**config.mk**
```make
export PLATFORM = sky130hd
export DESIGN_NAME = led_color_effect_sequencer_top
export DESIGN_NICKNAME = d
export VERILOG_FILES = /design/src/hdl/lces_pkg.sv /design/src/hdl/lces_pal_mem.sv /design/src/hdl/lces_mod_unit.sv /design/src/hdl/led_color_effect_sequencer_top.sv
export SDC_FILE = /design/constraint.sdc
export NUM_CORES = 2
export LEC_CHECK = 0
export BUFFER_PORTS_ARGS = -buffer_cell sky130_fd_sc_hd__buf_2
export CAP_MARGIN = 20
export CORE_MARGIN = 1.5
export CORE_UTILIZATION = 46
export DETAILED_ROUTE_END_ITERATION = 10
export PLACE_DENSITY_LB_ADDON = 0.05
export SYNTH_ARGS = -nofsm -noshare
export SYNTH_HDL_FRONTEND = slang
export SYNTH_MEMORY_MAX_BITS = 65536
export SYNTH_SLANG_ARGS = --single-unit
```
**constraint.sdc**
```tcl
create_clock -name clk -period 10 [get_ports clk]
set_input_delay 2 -clock clk [delete_from_list [all_inputs] [get_ports clk]]
set_output_delay 2 -clock clk [all_outputs]
set_load 0.02 [all_outputs]
```
**src/hdl/lces_pkg.sv**
```systemverilog
// Shared widths, codes and types of the LED color effect sequencer.
`default_nettype none

package lces_pkg;

  // Field widths
  localparam int MODE_W  = 2;
  localparam int HUE_W   = 9;
  localparam int ADDR_W  = 9;
  localparam int LVL_W   = 8;
  localparam int RAND_W  = 32;
  localparam int KIND_W  = 3;
  localparam int CNT_W   = 10;
  localparam int CFGI_W  = 3;
  localparam int CFGD_W  = 10;

  // Packed beat widths, rounded up to whole bytes
  localparam int IN_DATA_W  = 88;
  localparam int OUT_DATA_W = 32;

  // Modulus of the random color level
  localparam int LEVEL_MOD = 255;

  // Input item modes
  localparam logic [MODE_W-1:0] MODE_TICK    = 2'd0;
  localparam logic [MODE_W-1:0] MODE_WRITE   = 2'd1;
  localparam logic [MODE_W-1:0] MODE_RESTART = 2'd2;

  // Effect kinds
  localparam logic [KIND_W-1:0] KIND_JUMP    = 3'd0;
  localparam logic [KIND_W-1:0] KIND_FADE    = 3'd1;
  localparam logic [KIND_W-1:0] KIND_RJUMP   = 3'd2;
  localparam logic [KIND_W-1:0] KIND_RFADE   = 3'd3;
  localparam logic [KIND_W-1:0] KIND_RCOLOR  = 3'd4;

  // Configuration register indexes
  localparam logic [CFGI_W-1:0] REG_KIND     = 3'd0;
  localparam logic [CFGI_W-1:0] REG_COUNT    = 3'd1;
  localparam logic [CFGI_W-1:0] REG_SAT      = 3'd2;
  localparam logic [CFGI_W-1:0] REG_INIT_LVL = 3'd3;
  localparam logic [CFGI_W-1:0] REG_MIN_LVL  = 3'd4;
  localparam logic [CFGI_W-1:0] REG_MAX_LVL  = 3'd5;

  // One result beat
  typedef struct packed {
    logic              fading_down;
    logic [LVL_W-1:0]  level;
    logic [LVL_W-1:0]  sat_out;
    logic [HUE_W-1:0]  hue;
  } lces_result_t;

endpackage

`default_nettype wire

```
**src/hdl/lces_pal_mem.sv**
```systemverilog
// Hue palette memory: one write port, one registered read port.
`default_nettype none

module lces_pal_mem
  import lces_pkg::*;
#(
  parameter int DEPTH = 512
) (
  input  wire logic                      clk,
  input  wire logic                      wr_en,
  input  wire logic [$clog2(DEPTH)-1:0]  wr_addr,
  input  wire logic [HUE_W-1:0]          wr_data,
  input  wire logic                      rd_en,
  input  wire logic [$clog2(DEPTH)-1:0]  rd_addr,
  output      logic [HUE_W-1:0]          rd_data
);

  logic [HUE_W-1:0] mem [DEPTH];

  // Write entry
  always_ff @(posedge clk) begin
    if (wr_en) begin
      mem[wr_addr] <= wr_data;
    end
  end

  // Read entry, registered data in the next cycle
  always_ff @(posedge clk) begin
    if (rd_en) begin
      rd_data <= mem[rd_addr];
    end
  end

endmodule

`default_nettype wire

```
**src/hdl/lces_mod_unit.sv**
```systemverilog
// Restoring remainder unit: 32-bit word modulo a narrow divisor, one bit a cycle.
`default_nettype none

module lces_mod_unit
  import lces_pkg::*;
#(
  parameter int DIV_W = 10
) (
  input  wire logic               clk,
  input  wire logic               rst_n,
  input  wire logic               start,
  input  wire logic [RAND_W-1:0]  dividend,
  input  wire logic [DIV_W-1:0]   divisor,
  output      logic               done,
  output      logic [DIV_W-1:0]   remainder
);

  localparam int STEP_W = $clog2(RAND_W);

  logic [RAND_W-1:0] dvd_r, dvd_nxt;
  logic [DIV_W-1:0]  dsr_r;
  logic [DIV_W-1:0]  rem_r, rem_nxt;
  logic [STEP_W-1:0] step_r;
  logic              busy_r;
  logic              done_r;
  logic [DIV_W:0]    trial;
  logic [DIV_W:0]    diff;

  // Shift in one dividend bit and subtract when it fits
  always_comb begin
    trial   = {rem_r, dvd_r[RAND_W-1]};
    diff    = trial - {1'b0, dsr_r};
    rem_nxt = (trial >= {1'b0, dsr_r}) ? diff[DIV_W-1:0] : trial[DIV_W-1:0];
    dvd_nxt = {dvd_r[RAND_W-2:0], 1'b0};
  end

  // Control: count the steps, pulse done after the last
  always_ff @(posedge clk) begin
    if (!rst_n) begin
      busy_r <= 1'b0;
      done_r <= 1'b0;
      step_r <= '0;
    end else begin
      done_r <= 1'b0;
      if (start) begin
        busy_r <= 1'b1;
        step_r <= '0;
      end else if (busy_r) begin
        step_r <= step_r + STEP_W'(1);
        if (step_r == STEP_W'(RAND_W - 1)) begin
          busy_r <= 1'b0;
          done_r <= 1'b1;
        end
      end
    end
  end

  // Datapath
  always_ff @(posedge clk) begin
    if (start) begin
      dvd_r <= dividend;
      dsr_r <= divisor;
      rem_r <= '0;
    end else if (busy_r) begin
      dvd_r <= dvd_nxt;
      rem_r <= rem_nxt;
    end
  end

  assign done      = done_r;
  assign remainder = rem_r;

endmodule

`default_nettype wire

```
**src/hdl/led_color_effect_sequencer_top.sv**
```systemverilog
// Top level of the LED color effect sequencer: control, effect state and beat ports.
//
//  channel | dir | handshake          | payload
//  --------+-----+--------------------+------------------------------------------
//  in      | in  | in_tvalid/tready   | tuser mode, tdata address/hue/randoms
//  out     | out | out_tvalid/tready  | tdata hue, sat_out, level, fading_down
//  cfg     | in  | cfg_valid/ready    | cfg_index, cfg_data (always ready)
//
// Palette writes, restarts and ignored modes complete on accept. A tick with a plain
// palette lookup passes the read state, the hue state and the output state (memory
// read, then result stage); a tick that needs a random pick first waits on the
// bit-serial remainder unit by the palette count, and random color folds its level
// word modulo 255 in the same span. One item is in work at a time; a stalled
// result holds in the output register until out_tready.
// Reset is synchronous; the palette holds no reset value.
`default_nettype none

module led_color_effect_sequencer_top
  import lces_pkg::*;
#(
  parameter int PALETTE_DEPTH = 512
) (
  input  wire logic                   clk,
  input  wire logic                   rst_n,
  input  wire logic                   in_tvalid,
  output      logic                   in_tready,
  // [81:50] random_second, [49:18] random_first, [17:9] entry_hue, [8:0] entry_address
  input  wire logic [IN_DATA_W-1:0]   in_tdata,
  // [1:0] mode
  input  wire logic [MODE_W-1:0]      in_tuser,
  output      logic                   out_tvalid,
  input  wire logic                   out_tready,
  // [25] fading_down, [24:17] level, [16:9] sat_out, [8:0] hue
  output      logic [OUT_DATA_W-1:0]  out_tdata,
  input  wire logic                   cfg_valid,
  output      logic                   cfg_ready,
  input  wire logic [CFGI_W-1:0]      cfg_index,
  input  wire logic [CFGD_W-1:0]      cfg_data
);

  localparam int IW  = (PALETTE_DEPTH > 2) ? $clog2(PALETTE_DEPTH) : 1;
  localparam int CW0 = $clog2(PALETTE_DEPTH + 1);
  localparam int CW  = (CW0 > CNT_W) ? CW0 : CNT_W;

  localparam logic [2:0] S_IDLE = 3'd0;
  localparam logic [2:0] S_DIV  = 3'd1;
  localparam logic [2:0] S_RD   = 3'd3;
  localparam logic [2:0] S_HUE  = 3'd4;
  localparam logic [2:0] S_OUT  = 3'd5;

  // Configuration registers
  logic [KIND_W-1:0] kind_r;
  logic [CNT_W-1:0]  count_r;
  logic [LVL_W-1:0]  sat_r;
  logic [LVL_W-1:0]  init_lvl_r;
  logic [LVL_W-1:0]  min_lvl_r;
  logic [LVL_W-1:0]  max_lvl_r;

  // Effect state
  logic [IW-1:0]     index_r;
  logic [HUE_W-1:0]  cur_hue_r;
  logic [LVL_W-1:0]  bright_r;
  logic              down_r;

  // Item work registers
  logic [2:0]        state_r;
  logic [IW-1:0]     rd_addr_r;
  logic [HUE_W-1:0]  shown_hue_r;
  logic [RAND_W-1:0] rand2_r;
  logic              out_valid_r;
  lces_result_t      out_data_r;

  // Input fields
  logic [ADDR_W-1:0] f_addr;
  logic [HUE_W-1:0]  f_hue;
  logic [RAND_W-1:0] f_rand1;
  logic [RAND_W-1:0] f_rand2;

  logic              accept;
  logic              tick;
  logic [CW-1:0]     count_ext;
  logic [CW-1:0]     eff_count;
  logic [CW-1:0]     next_index;
  logic [IW-1:0]     adv_index;
  logic              d1, d2;
  logic [LVL_W-1:0]  b1, b2;
  logic              at_min;
  logic              ramp_kind;
  logic              need_pick;
  logic              out_free;

  logic [9:0]        lvl_sum;
  logic [8:0]        lvl_fold;
  logic [LVL_W-1:0]  lvl_mod;

  logic              mod_start;
  logic [RAND_W-1:0] mod_dividend;
  logic [CW-1:0]     mod_divisor;
  logic              mod_done;
  logic [CW-1:0]     mod_rem;

  logic              wr_en;
  logic              rd_en;
  logic [HUE_W-1:0]  rd_data;

  assign f_addr  = in_tdata[8:0];
  assign f_hue   = in_tdata[17:9];
  assign f_rand1 = in_tdata[49:18];
  assign f_rand2 = in_tdata[81:50];

  assign in_tready = (state_r == S_IDLE);
  assign accept    = in_tvalid && in_tready;
  assign tick      = accept && (in_tuser == MODE_TICK);
  assign cfg_ready = 1'b1;
  assign out_free  = !out_valid_r || out_tready;

  // Clamp the palette count to 1..PALETTE_DEPTH
  always_comb begin
    count_ext = CW'(count_r);
    if (count_ext == '0) begin
      eff_count = CW'(1);
    end else if (count_ext > CW'(PALETTE_DEPTH)) begin
      eff_count = CW'(PALETTE_DEPTH);
    end else begin
      eff_count = count_ext;
    end
  end

  // Next palette index, wrapping at the effective count
  always_comb begin
    next_index = CW'(index_r) + CW'(1);
    adv_index  = (next_index >= eff_count) ? '0 : next_index[IW-1:0];
  end

  // One fade ramp step on the current level
  always_comb begin
    d1     = (bright_r == min_lvl_r) ? 1'b0 : down_r;
    b1     = d1 ? bright_r : bright_r + LVL_W'(1);
    d2     = (b1 == max_lvl_r) ? 1'b1 : d1;
    b2     = d2 ? b1 - LVL_W'(1) : b1;
    at_min = (b2 == min_lvl_r);
  end

  // Random color level: fold the word's bytes, then one conditional subtract
  always_comb begin
    lvl_sum  = 10'(rand2_r[7:0]) + 10'(rand2_r[15:8]) +
               10'(rand2_r[23:16]) + 10'(rand2_r[31:24]);
    lvl_fold = 9'(lvl_sum[7:0]) + 9'(lvl_sum[9:8]);
    lvl_mod  = (lvl_fold >= 9'(LEVEL_MOD)) ? LVL_W'(lvl_fold - 9'(LEVEL_MOD)) :
                                             lvl_fold[LVL_W-1:0];
  end

  assign ramp_kind = (kind_r == KIND_FADE) || (kind_r == KIND_RFADE);
  assign need_pick = (kind_r == KIND_RJUMP) || (kind_r == KIND_RCOLOR) ||
                     ((kind_r == KIND_RFADE) && at_min);

  // Remainder unit request: palette pick on accept
  assign mod_start    = tick && need_pick;
  assign mod_dividend = f_rand1;
  assign mod_divisor  = eff_count;

  // Palette port controls; accesses never overlap, so no forwarding
  assign wr_en = accept && (in_tuser == MODE_WRITE) &&
                 (CW'(f_addr) < CW'(PALETTE_DEPTH));
  assign rd_en = (state_r == S_RD);

  lces_pal_mem #(
    .DEPTH (PALETTE_DEPTH)
  ) u_pal_mem (
    .clk     (clk),
    .wr_en   (wr_en),
    .wr_addr (IW'(f_addr)),
    .wr_data (f_hue),
    .rd_en   (rd_en),
    .rd_addr (rd_addr_r),
    .rd_data (rd_data)
  );

  lces_mod_unit #(
    .DIV_W (CW)
  ) u_mod_unit (
    .clk       (clk),
    .rst_n     (rst_n),
    .start     (mod_start),
    .dividend  (mod_dividend),
    .divisor   (mod_divisor),
    .done      (mod_done),
    .remainder (mod_rem)
  );

  // Configuration writes
  always_ff @(posedge clk) begin
    if (!rst_n) begin
      kind_r     <= KIND_JUMP;
      count_r    <= CNT_W'(1);
      sat_r      <= '1;
      init_lvl_r <= '1;
      min_lvl_r  <= '0;
      max_lvl_r  <= '1;
    end else if (cfg_valid && cfg_ready) begin
      unique case (cfg_index)
        REG_KIND:     kind_r     <= cfg_data[KIND_W-1:0];
        REG_COUNT:    count_r    <= cfg_data[CNT_W-1:0];
        REG_SAT:      sat_r      <= cfg_data[LVL_W-1:0];
        REG_INIT_LVL: init_lvl_r <= cfg_data[LVL_W-1:0];
        REG_MIN_LVL:  min_lvl_r  <= cfg_data[LVL_W-1:0];
        REG_MAX_LVL:  max_lvl_r  <= cfg_data[LVL_W-1:0];
        default: ;
      endcase
    end
  end

  // Sequencer: effect state update and item flow
  always_ff @(posedge clk) begin
    if (!rst_n) begin
      state_r   <= S_IDLE;
      index_r   <= '0;
      cur_hue_r <= '0;
      bright_r  <= '1;
      down_r    <= 1'b0;
    end else begin
      unique case (state_r)
        S_IDLE: begin
          if (accept && (in_tuser == MODE_RESTART)) begin
            bright_r <= init_lvl_r;
            down_r   <= 1'b0;
          end else if (tick) begin
            rd_addr_r   <= index_r;
            shown_hue_r <= cur_hue_r;
            rand2_r     <= f_rand2;
            // Apply the ramp and turn up at the minimum
            if (ramp_kind) begin
              bright_r <= b2;
              down_r   <= at_min ? 1'b0 : d2;
            end
            if ((kind_r == KIND_JUMP) || (kind_r == KIND_RJUMP) ||
                (ramp_kind && at_min)) begin
              index_r <= adv_index;
            end
            if (need_pick) begin
              state_r <= S_DIV;
            end else if ((kind_r == KIND_JUMP) || (kind_r == KIND_FADE)) begin
              state_r <= S_RD;
            end else begin
              state_r <= S_OUT;
            end
          end
        end
        S_DIV: begin
          if (mod_done) begin
            rd_addr_r <= IW'(mod_rem);
            if (kind_r == KIND_RCOLOR) begin
              bright_r <= lvl_mod;
            end
            state_r <= S_RD;
          end
        end
        S_RD: begin
          state_r <= S_HUE;
        end
        S_HUE: begin
          // Random fade loads the hue for the next tick only
          cur_hue_r <= rd_data;
          if (kind_r != KIND_RFADE) begin
            shown_hue_r <= rd_data;
          end
          state_r <= S_OUT;
        end
        S_OUT: begin
          if (out_free) begin
            state_r <= S_IDLE;
          end
        end
        default: begin
          state_r <= S_IDLE;
        end
      endcase
    end
  end

  // Output register: load when free, drop when taken
  always_ff @(posedge clk) begin
    if (!rst_n) begin
      out_valid_r <= 1'b0;
    end else if ((state_r == S_OUT) && out_free) begin
      out_valid_r <= 1'b1;
    end else if (out_tready) begin
      out_valid_r <= 1'b0;
    end
  end

  always_ff @(posedge clk) begin
    if ((state_r == S_OUT) && out_free) begin
      out_data_r.hue         <= shown_hue_r;
      out_data_r.sat_out     <= sat_r;
      out_data_r.level       <= bright_r;
      out_data_r.fading_down <= down_r;
    end
  end

  assign out_tvalid = out_valid_r;
  assign out_tdata  = OUT_DATA_W'(out_data_r);

endmodule

`default_nettype wire
```
==> results by stage <==
Outcome:
- The run finished with clean final reports.

Floorplan:
- The number of top-level design ports is roughly 140.
- From bottom edge to top edge, the die measures between 600 and 700 µm.
- From left edge to right edge, the die measures 645 µm.
- The initial utilization of the core area, before any placement, comes to 46.2%.
- The region available for standard cell placement spans just over 0.4 mm².
- The die covers between 0.4 and 0.5 mm².
- The number of placement rows is between 200 and 250.

Route:
- The via count of the routed design is approximately 90k.
- The via count normalized by instance count is between 5 and 6.
- The uppermost layer routed is met5.
- In the final routing, the length of wire on met1 measures 213,000 µm.
- Wires add up to 477,000 µm.
- The met2 routed wirelength is between 200,000 and 250,000 µm.
- The first TritonRoute pass finished after 5 iterations.
- The first routing iteration left roughly 9k violations.
- The wire length on met3 is around 28,000 µm.
- The average routed wire per standard cell is ~33 µm.
- For this run, design rule violations remaining after detail routing come to 0.
- The count of nets left with antenna violations once routing finished came out at 0.

Power:
- The analysis attributes to net switching a power of a little under 9 mW.
- Registers are responsible for roughly 53% of the overall power.
- In this run the static leakage power is 65.7 nW.
- Net switching is around a fifth of the power.
- The cell internal power dissipation is roughly 34 mW.
- Across the VDD grid, the largest voltage drop is approximately 190 µV.
- The power density over the cells is approximately 200 mW/mm².
- Per report_power, the clock group accounts for 43.9% of the total.
- The combinational power share is between 3 and 4%.

Global route:
- The initial antenna violation count came to 52.
- The global-route wire length before repair is between 600,000 and 700,000 µm.
- The residual overflow from global routing is 0.
- The largest net degree at the start of global routing is 211.
- The combined global-route utilization of all metal layers is about 23%.
- The number of global-route vias before repair is between 90k and 100k.

Timing:
- At the pin with the least slew margin, the transition time is approximately 1.4 ns.
- Counting I/O delays and the setup requirement, the final critical path takes roughly 6 ns.
- The worst path uses 61.4% of the clock period.
- The highest clock rate is roughly 160 MHz.
- On the final layout, the worst hold slack is 0.421 ns.
- Setup violations remaining at the end of the flow were counted as 0.
- Between clock sinks in the finished design, the worst skew comes to between 0.04 and 0.05 ns.
- The final number of max-transition violations was 0.
- The final hold violation count came to 0.
- The headroom to the max-slew limit is 8.10%.
- For the final routed database, the setup TNS stands at 0 ns.
- Setup repair after global routing left no endpoint under its margin.

Clocking:
- For this design, the sink count on the clock tree is between 4k and 5k.
- The CTS tree is done.
- The H-tree depth is 6.
- Post-CTS repair changed the size of 0 cells.
- In this run, CTS created clock tree buffers numbering around 530.
- The later pin in the worst-skew pair is clocked with a latency of roughly 1.0 ns.
- The largest buffer count on any clock path is 4.
- In this run the clock root is driven by a clkbuf_16.
- Once the clock tree was built, the setup fixing pass inserted 0 buffers.
- The hold buffer count at cts is 0.
- Clock-pin slew was measured on the worst setup and hold paths at about 0.050 ns.

Placed design:
- Counting tap cells, the placed design contains a total of 13.7k instances.
- The total of buffers placed on input and output ports is approximately 130.
- The congestion estimate from routability-driven global placement came to ~0.78.
- The total half-perimeter wirelength after legalization and detailed placement is ~280,000 µm.

Yosys:
- In the synthesized netlist, the number of instances is between 8k and 9k.
- The mean instance size in the synthesized netlist is about 22 µm².
- Counting distinct cell types in the post-synthesis netlist gives a little under 80.
- In the synthesized netlist the dominant register cell turns out to be edfxtp_1.
- Summed over all instances, the cell type with the most area after synthesis is edfxtp_1.
- By area the synthesized netlist is led by edfxtp_1 (75%), mux4_2 (18%), nor2_1 (1.1%).
- The total standard cell area after synthesis is 0.190 mm².
- Sequential cells were found to cover between 70% and 80% of the synthesized design area.
- The top cell type's share of synthesized area is around three quarters.
- The count of flip-flops with a built-in enable after synthesis is 4,735.
- Of all flip-flops after synthesis, the portion carrying an async set or reset was 0%.
- The total of warnings raised by yosys is 0.
- Counting flops and latches in the post-synthesis netlist gives 4,828.

Layout:
- Relative to the synthesized area, the layout overhead comes to 12.5%.
- The multi-input combinational cells in the finished layout cover a total of between 0.04 and 0.05 mm².
- After the last flow step, the layout net total stands at 8,981.
- The register area is approximately 0.14 mm².
- The post-route netlist has about 28% of its cells at a drive strength greater than 1.
- The filler cell count is between 30k and 40k.
- The count of cells in the finished layout, fillers not included, comes to about 15k.

Hold path:
- The tightest min-delay check is of the reg -> reg type.
- The launch instance of the worst min-delay path is shown_hue_r[8].
- The number of cells traversed by the worst hold path is 0.
- For hold timing, the worst endpoint is out_tdata[8].

Worst setup path:
- Along the worst path, the maximum fanout reaches 4.
- The worst register-to-register path begins at rand2_r[1].
- By startpoint and endpoint, the worst setup path is classified as reg -> reg.
- The data required time at the worst endpoint is 10.95 ns.
- The critical register-to-register path endpoint is bright_r[4].
- Data on the critical path arrives at its endpoint at about 7.1 ns.
- Counting cells, the worst reg-to-reg path comes to 27.
- STA classifies the critical path endpoint as a register.
- The sort of element at the start of the critical path is a register.
- The reg-to-reg setup timing slack is 3.86 ns.

Run:
- Across the run, the number of max-cap violations was 0.
cell type report:
class / instances / share of cell area, %
flip-flops and latches: 4828 / 67.5
repair buffers: 272 / 1.08
inverters: 88 / 0.155
clock inverters: 266 / 1.02
multi-input cells: 3100 / 20.3
clock buffers: 666 / 6.67
well taps: 5451 / 3.20
diodes: 11 / 0.0129
flip-flops by register name, indices dropped and copies added, names as in the netlist, 3 cells and up:
name,flops
out_tdata,26
count_ext,10
index_r,9
sat_r,8
kind_r,3
u_mod_unit.step_r,5
bright_r,8
u_mod_unit.dsr_r,10
u_pal_mem.rd_data,9
min_lvl_r,8
state_r,3
shown_hue_r,9
max_lvl_r,8
u_mod_unit.dvd_r,32
rand2_r,32
init_lvl_r,8
u_pal_mem.mem,4608
rd_addr_r,9
cur_hue_r,9
u_mod_unit.remainder,10
worst max-delay path: stages, from the launching register on:
cell and delay, ns:
edfxtp_1 0.32, inv_1 0.05, fa_1 0.55, fa_1 0.41
inv_1 0.06, ha_1 0.16, inv_1 0.07, fa_1 0.48
nor2b_1 0.13, o21ai_0 0.11, a21boi_0 0.32, o21ai_0 0.16
a21oi_1 0.25, o21ai_0 0.11, nand2b_1 0.13, fa_1 0.49
ha_1 0.24, a21oi_1 0.25, nor2_1 0.08, a22o_1 0.25
a22oi_1 0.20, nor2_1 0.06, nand4b_1 0.18, nor2_1 0.11
maj3_1 0.35, o21ai_0 0.26, a21oi_1 0.11, o211ai_1 0.18
cell usage in the layout (no fill, tap or decap), types with 37 or more instances in the layout:
cell type	Yosys	routed
o21ai_0	60	59
dfxtp_1	93	93
clkbuf_16	0	550
mux4_2	1530	1530
ha_1	37	37
nor2_1	575	573
buf_12	0	38
nand2_1	235	226
clkinv_2	0	73
clkbuf_1	361	113
buf_4	13	102
and3_1	48	48
buf_2	39	121
inv_1	87	87
a21oi_1	74	73
clkinv_1	1	123
xnor2_1	45	45
edfxtp_1	4735	4735
nand3_1	94	88
metrics by stage:
stage | util, % | power (mW) | instance area, µm² | worst slack (ns)
global route | 52.0 | 43.7 | 213000 | 3.37
finish | 52.0 | 42.4 | 213000 | 3.86
detailed placement | 48.0 | 24.2 | 197000 | 3.89
CTS | 52.0 | 42.8 | 213000 | 3.85
global placement | 48.0 | 24.2 | 197000 | 3.82
floorplan | - | 23.5 | 190000 | 3.63
Yosys cell counts (20+ instances only):
master / count
edfxtp_1: 4735
mux4_2: 1530
nor2_1: 575
clkbuf_1: 361
nand2_1: 235
buf_1: 105
nand3_1: 94
dfxtp_1: 93
inv_1: 87
a21oi_1: 74
o21ai_0: 60
and3_1: 48
xnor2_1: 45
buf_2: 39
ha_1: 37
o311ai_0: 32
or4_1: 32
nor2b_1: 27
a21boi_0: 26
mux2_2: 21
nor3_1: 20
cells by family after synthesis:
group	Yosys count	synth area share, %
simple gates	1121	2.62
flops	4828	76.0
compound gates	285	0.993
buf+inv	611	1.28
fa+ha+maj	56	0.439
xor+xnor	65	0.319
other cells	2	0.00396
mux	1566	18.4
power groups by stage:
| stage | Combinational [mW] | Clock [mW] | Sequential, mW |
|---|---|---|---|
| after detailed placement | 1.51 | 0 | 22.7 |
| after global routing | 1.62 | 19.8 | 22.3 |
| final | 1.50 | 18.6 | 22.3 |
| after CTS | 1.52 | 19.0 | 22.3 |
| after global placement | 1.47 | 0 | 22.7 |
| after floorplan | 0.764 | 0 | 22.7 |
per-layer routing:
layer / vias up / GRT usage (%)
met5: - / 0
met4: 4 / 4.33
met3: 520 / 3.26
met2: 2652 / 36.2
met1: 48300 / 34.6
li1: 36500 / -
worst max path at each step:
stage | from | endpoint | slack [ns] | cells past startpoint
detailed placement | rand2_r[1] | bright_r[4] | 3.89 | 27
global route | rand2_r[1] | bright_r[4] | 3.37 | 27
CTS | rand2_r[1] | bright_r[4] | 3.85 | 27
floorplan | bright_r[1] | u_mod_unit.dvd_r[0] | 3.63 | 17
finish | rand2_r[1] | bright_r[4] | 3.86 | 27
global placement | in_tuser[1] | u_pal_mem.mem[51][1] | 3.82 | 6
Note: power is estimated with default switching activity, not from simulation.
